[config.mk]
export PLATFORM = sky130hd
export DESIGN_NAME = stbs_ctrl
export DESIGN_NICKNAME = d
export VERILOG_FILES = /design/src/rtl/stbs_pkg.sv /design/src/rtl/stbs_ctrl.sv
export SDC_FILE = /design/constraint.sdc
export NUM_CORES = 1
export LEC_CHECK = 0
export BUFFER_PORTS_ARGS = -buffer_cell sky130_fd_sc_hd__buf_2
export CAP_MARGIN = 40
export CORE_AREA = 2 2 39 41
export DETAILED_ROUTE_END_ITERATION = 8
export DIE_AREA = 0 0 41 43
export PLACE_DENSITY = 0.37
export SYNTH_ARGS = -nofsm -noshare
export SYNTH_HDL_FRONTEND = slang
export SYNTH_SLANG_ARGS = --single-unit
[constraint.sdc]
create_clock -name clk -period 1.3 [get_ports clk]
set_clock_uncertainty 0.2 [all_clocks]
set_input_delay 0.13 -clock clk [delete_from_list [all_inputs] [get_ports clk]]
set_output_delay 0.13 -clock clk [all_outputs]
set_load 0.03 [all_outputs]
[src/rtl/stbs_pkg.sv]
package stbs_pkg;

	localparam int TABLE_DEPTH = 1024;
	localparam int ADDR_W      = (TABLE_DEPTH > 1) ? $clog2(TABLE_DEPTH) : 1;
	localparam int PTR_W       = $clog2(TABLE_DEPTH + 1);
	localparam int VALUE_W     = 32;
	localparam int INDEX_W     = 10;
	localparam int COUNT_W     = 11;
	localparam int COMP_W      = 5;

	localparam logic OP_WRITE  = 1'b0;
	localparam logic OP_SEARCH = 1'b1;

	typedef enum logic [1:0] {
		ST_IDLE,
		ST_READ,
		ST_CMP,
		ST_DONE
	} state_t;

	typedef struct packed {
		logic wr;
		logic load;
		logic rd;
		logic step;
		logic publish;
	} dp_cmd_t;

	typedef struct packed {
		logic empty;
		logic equal;
		logic out_free;
	} dp_status_t;

endpackage

[src/rtl/stbs_ctrl.sv]
module stbs_ctrl (
	input  logic                 clk,
	input  logic                 arst_n,
	input  logic                 request_valid,
	input  logic                 operation,
	output logic                 request_stall,
	input  stbs_pkg::dp_status_t status,
	output stbs_pkg::dp_cmd_t    cmd
);

	stbs_pkg::state_t state_q, state_d;

	always_ff @(posedge clk or negedge arst_n) begin
		if (!arst_n) begin
			state_q <= stbs_pkg::ST_IDLE;
		end else begin
			state_q <= state_d;
		end
	end

	always_comb begin
		state_d = state_q;
		case (state_q)
			stbs_pkg::ST_IDLE: begin
				if (request_valid && operation == stbs_pkg::OP_SEARCH) begin
					state_d = stbs_pkg::ST_READ;
				end
			end
			stbs_pkg::ST_READ: begin
				state_d = status.empty ? stbs_pkg::ST_DONE : stbs_pkg::ST_CMP;
			end
			stbs_pkg::ST_CMP: begin
				state_d = status.equal ? stbs_pkg::ST_DONE : stbs_pkg::ST_READ;
			end
			stbs_pkg::ST_DONE: begin
				if (status.out_free) begin
					state_d = stbs_pkg::ST_IDLE;
				end
			end
			default: begin
				state_d = stbs_pkg::ST_IDLE;
			end
		endcase
	end

	always_comb begin
		request_stall = 1'b1;
		cmd           = '0;
		case (state_q)
			stbs_pkg::ST_IDLE: begin
				request_stall = 1'b0;
				cmd.wr   = request_valid && operation == stbs_pkg::OP_WRITE;
				cmd.load = request_valid && operation == stbs_pkg::OP_SEARCH;
			end
			stbs_pkg::ST_READ: begin
				cmd.rd = !status.empty;
			end
			stbs_pkg::ST_CMP: begin
				cmd.step = 1'b1;
			end
			stbs_pkg::ST_DONE: begin
				cmd.publish = status.out_free;
			end
			default: begin
				request_stall = 1'b1;
			end
		endcase
	end

	// compare always follows its read
	assert property (@(posedge clk) disable iff (!arst_n)
		state_q == stbs_pkg::ST_CMP |-> $past(state_q) == stbs_pkg::ST_READ)
		else $error("compare without read");

	assert property (@(posedge clk) disable iff (!arst_n)
		cmd.publish |=> state_q == stbs_pkg::ST_IDLE)
		else $error("publish did not end search");

endmodule

==> results by group <==
Global routing
  – GRT Overall Usage: 0.06727
  – Global-route wire length before repair: 765 um
  – Via count of the first global-routing pass: 190
  – Largest net degree at the start of global routing: 8
  – Total grt overflow: 0
  – Initial antenna violation count: 0

Placed design
  – Setup WS pre-CTS: -0.05217 ns
  – Port Buffers: 12
  – Final RePlAce weighted congestion: 0.5667
  – Placed instance area: 239.0 um^2
  – Hpwl dp: 383 um

Cells and area
  – Synth-to-layout area growth: 180.8%
  – Largest register FFs: 2
  – Final #Nets: 46
  – Biggest regs: state_q (2)
  – Commonest non-fill, non-tap cells in the layout: buf_2 (6), buf_6 (6), buf_4 (6)
  – Diode count: 0
  – Share of layout cells above drive strength 1: 0.7297
  – Fin area: 365.4 um^2
  – Biggest register: state_q

Clock network
  – Htree depth: 1
  – CTS Sinks: 2
  – Clock Path Buffers: 2
  – CTS Buf Count: 3
  – Clk root buf: clkbuf_4
  – Clock-pin slew on the worst setup and hold paths: 0.03 ns
  – Clk_lat worst skew: 0.23 ns
  – CTS tree: done

Floorplanning
  – I/O pins: 13
  – Core outline area: 1384 um^2
  – Initial Util: 0.09403
  – Die ar.: 1763 um^2
  – Die width: 41 um
  – Row count: 14
  – Chip height: 43 um

Timing
  – Final period utilization: 1.169
  – RSZ-0062 raised after global routing: true
  – Achievable clock frequency: 657.9 MHz
  – # setup viols final: 6
  – Worst setup margin: -0.2201 ns
  – Fin crit period: 1.520 ns
  – Slew @ Worst Pin: 0.1492 ns
  – Endpoints failing hold: 0
  – Rel. slew slack: 0.9004
  – Pins over their slew limit: 0

Setup path
  – Crit end category: primary output
  – CP Launch Type: flip-flop
  – WS Path Type: reg -> out
  – R2R depth: 5
  – Arr. time, crit path: 1.19 ns
  – Critical path required time: 0.97 ns
  – CP Max Fanout: 2

Logic synthesis
  – Mapped Avg Cell Area: 10.01 um^2
  – Mapped Cells: 13
  – Synth unique cells: 10
  – Ys Warns: 0
  – Synth Register Bits: 2
  – Net count after synthesis: 20
  – Seq/Total Area, Yosys: 0.3846
  – Netlist Area Pre-Place: 130.1 um^2

Routing
  – Antenna-violating nets left: 0
  – DR iter-0 viols: 1
  – Drt total wl: 548 um
  – Via density: 3.679
  – DRC viols: 0
  – Wire per inst: 10.34 um
  – Vias: 195
  – Drt first pass iters: 2

Power and ir drop
  – Leakage power: 0.1684 nW
  – Worst ir drop on vdd: 823.6 uV
  – PwrDens: 2245 nW/um^2

Status
  – Failing checks: negative setup slack
  – Status: complete, but fails checks

Worst hold path
  – Worst hold-check path type: in -> async

Run
  – Total of max-cap violations: 0
==> repair_timing <==
action	CTS	global route
endpoints found under the setup margin	6	6
gates resized for setup	10	6
hold buffers	3	0
endpoints found under the hold margin	4	0
buffers inserted	0	3
pin swaps	3	2
==> per-layer routing <==
layer | vias up | GRT usage | wire (um)
met5 | - | 0 | 0
met4 | 0 | 0.04000 | 0
met3 | 0 | 0.04712 | 64
met2 | 13 | 0.08750 | 238
met1 | 86 | 0.07717 | 245
li1 | 96 | - | -
==> final timing paths <==
| path | startpoint | end | slack [ns] |
|---|---|---|---|
| max | state_q[0] | cmd[4] | -0.22 |
| min | arst_n | state_q[0] | 0.01 |
| max reg2reg | state_q[0] | state_q[0] | 0.07 |
| min reg2reg | state_q[0] | state_q[1] | 0.46 |
| max in group asynchronous | arst_n | state_q[1] | 0.79 |
| min in group clk | operation | state_q[0] | 0.02 |
==> where the power goes <==
| group | internal (mW) | switching, mW | total [mW] |
|---|---|---|---|
| sequential | 0.0942 | 0.0182 | 0.112 |
| clock | 0.102 | 0.0382 | 0.140 |
| combinational | 0.304 | 0.264 | 0.568 |
| total | 0.500 | 0.320 | 0.820 |
==> through the flow <==
stage	TNS (ns)	instances	utilization	total power, mW	hold WS [ns]
3_3_place_gp	-0.04007	44	0.1727	0.5044	-0.2854
5_1_grt	-1.212	53	0.2640	0.8778	0.03050
6_report	-0.9155	53	0.2640	0.8203	0.01126
4_1_cts	-0.8234	50	0.2351	0.7222	0.0006010
3_5_place_dp	-0.07753	44	0.1727	0.5099	-0.2821
2_1_floorplan	-0.3210	13	-	0.3503	-0.3656
==> cell type report <==
cell class,count,area [um^2]
clock buffer,3,22.52
tap,16,20.02
timing repair buffer,21,172.7
multi-input combinational,11,100.1
fill,149,1018
sequential,2,50.05
==> logic make-up after synthesis <==
family             synth area share
and+or+nand+nor              0.5001
DFF                          0.3846
AOI/OAI and AO/OA            0.1154
==> critical path, stage by stage, from the launching register on <==
cell and delay (ns):
dfrtp_1 0.38, or2_4 0.25, nor3b_4 0.18, buf_6 0.15
==> cells in the mapped netlist <==
cell	number	share of area
nor2b_1	1	0.048
nor3b_2	1	0.096
dfrtp_1	2	0.38
and4bb_2	1	0.096
nor2_1	1	0.029
nand3b_1	1	0.058
nor3b_1	1	0.058
and3_1	1	0.048
or2_4	1	0.067
a21oi_1	3	0.12
(Power assumes the default switching activity.)
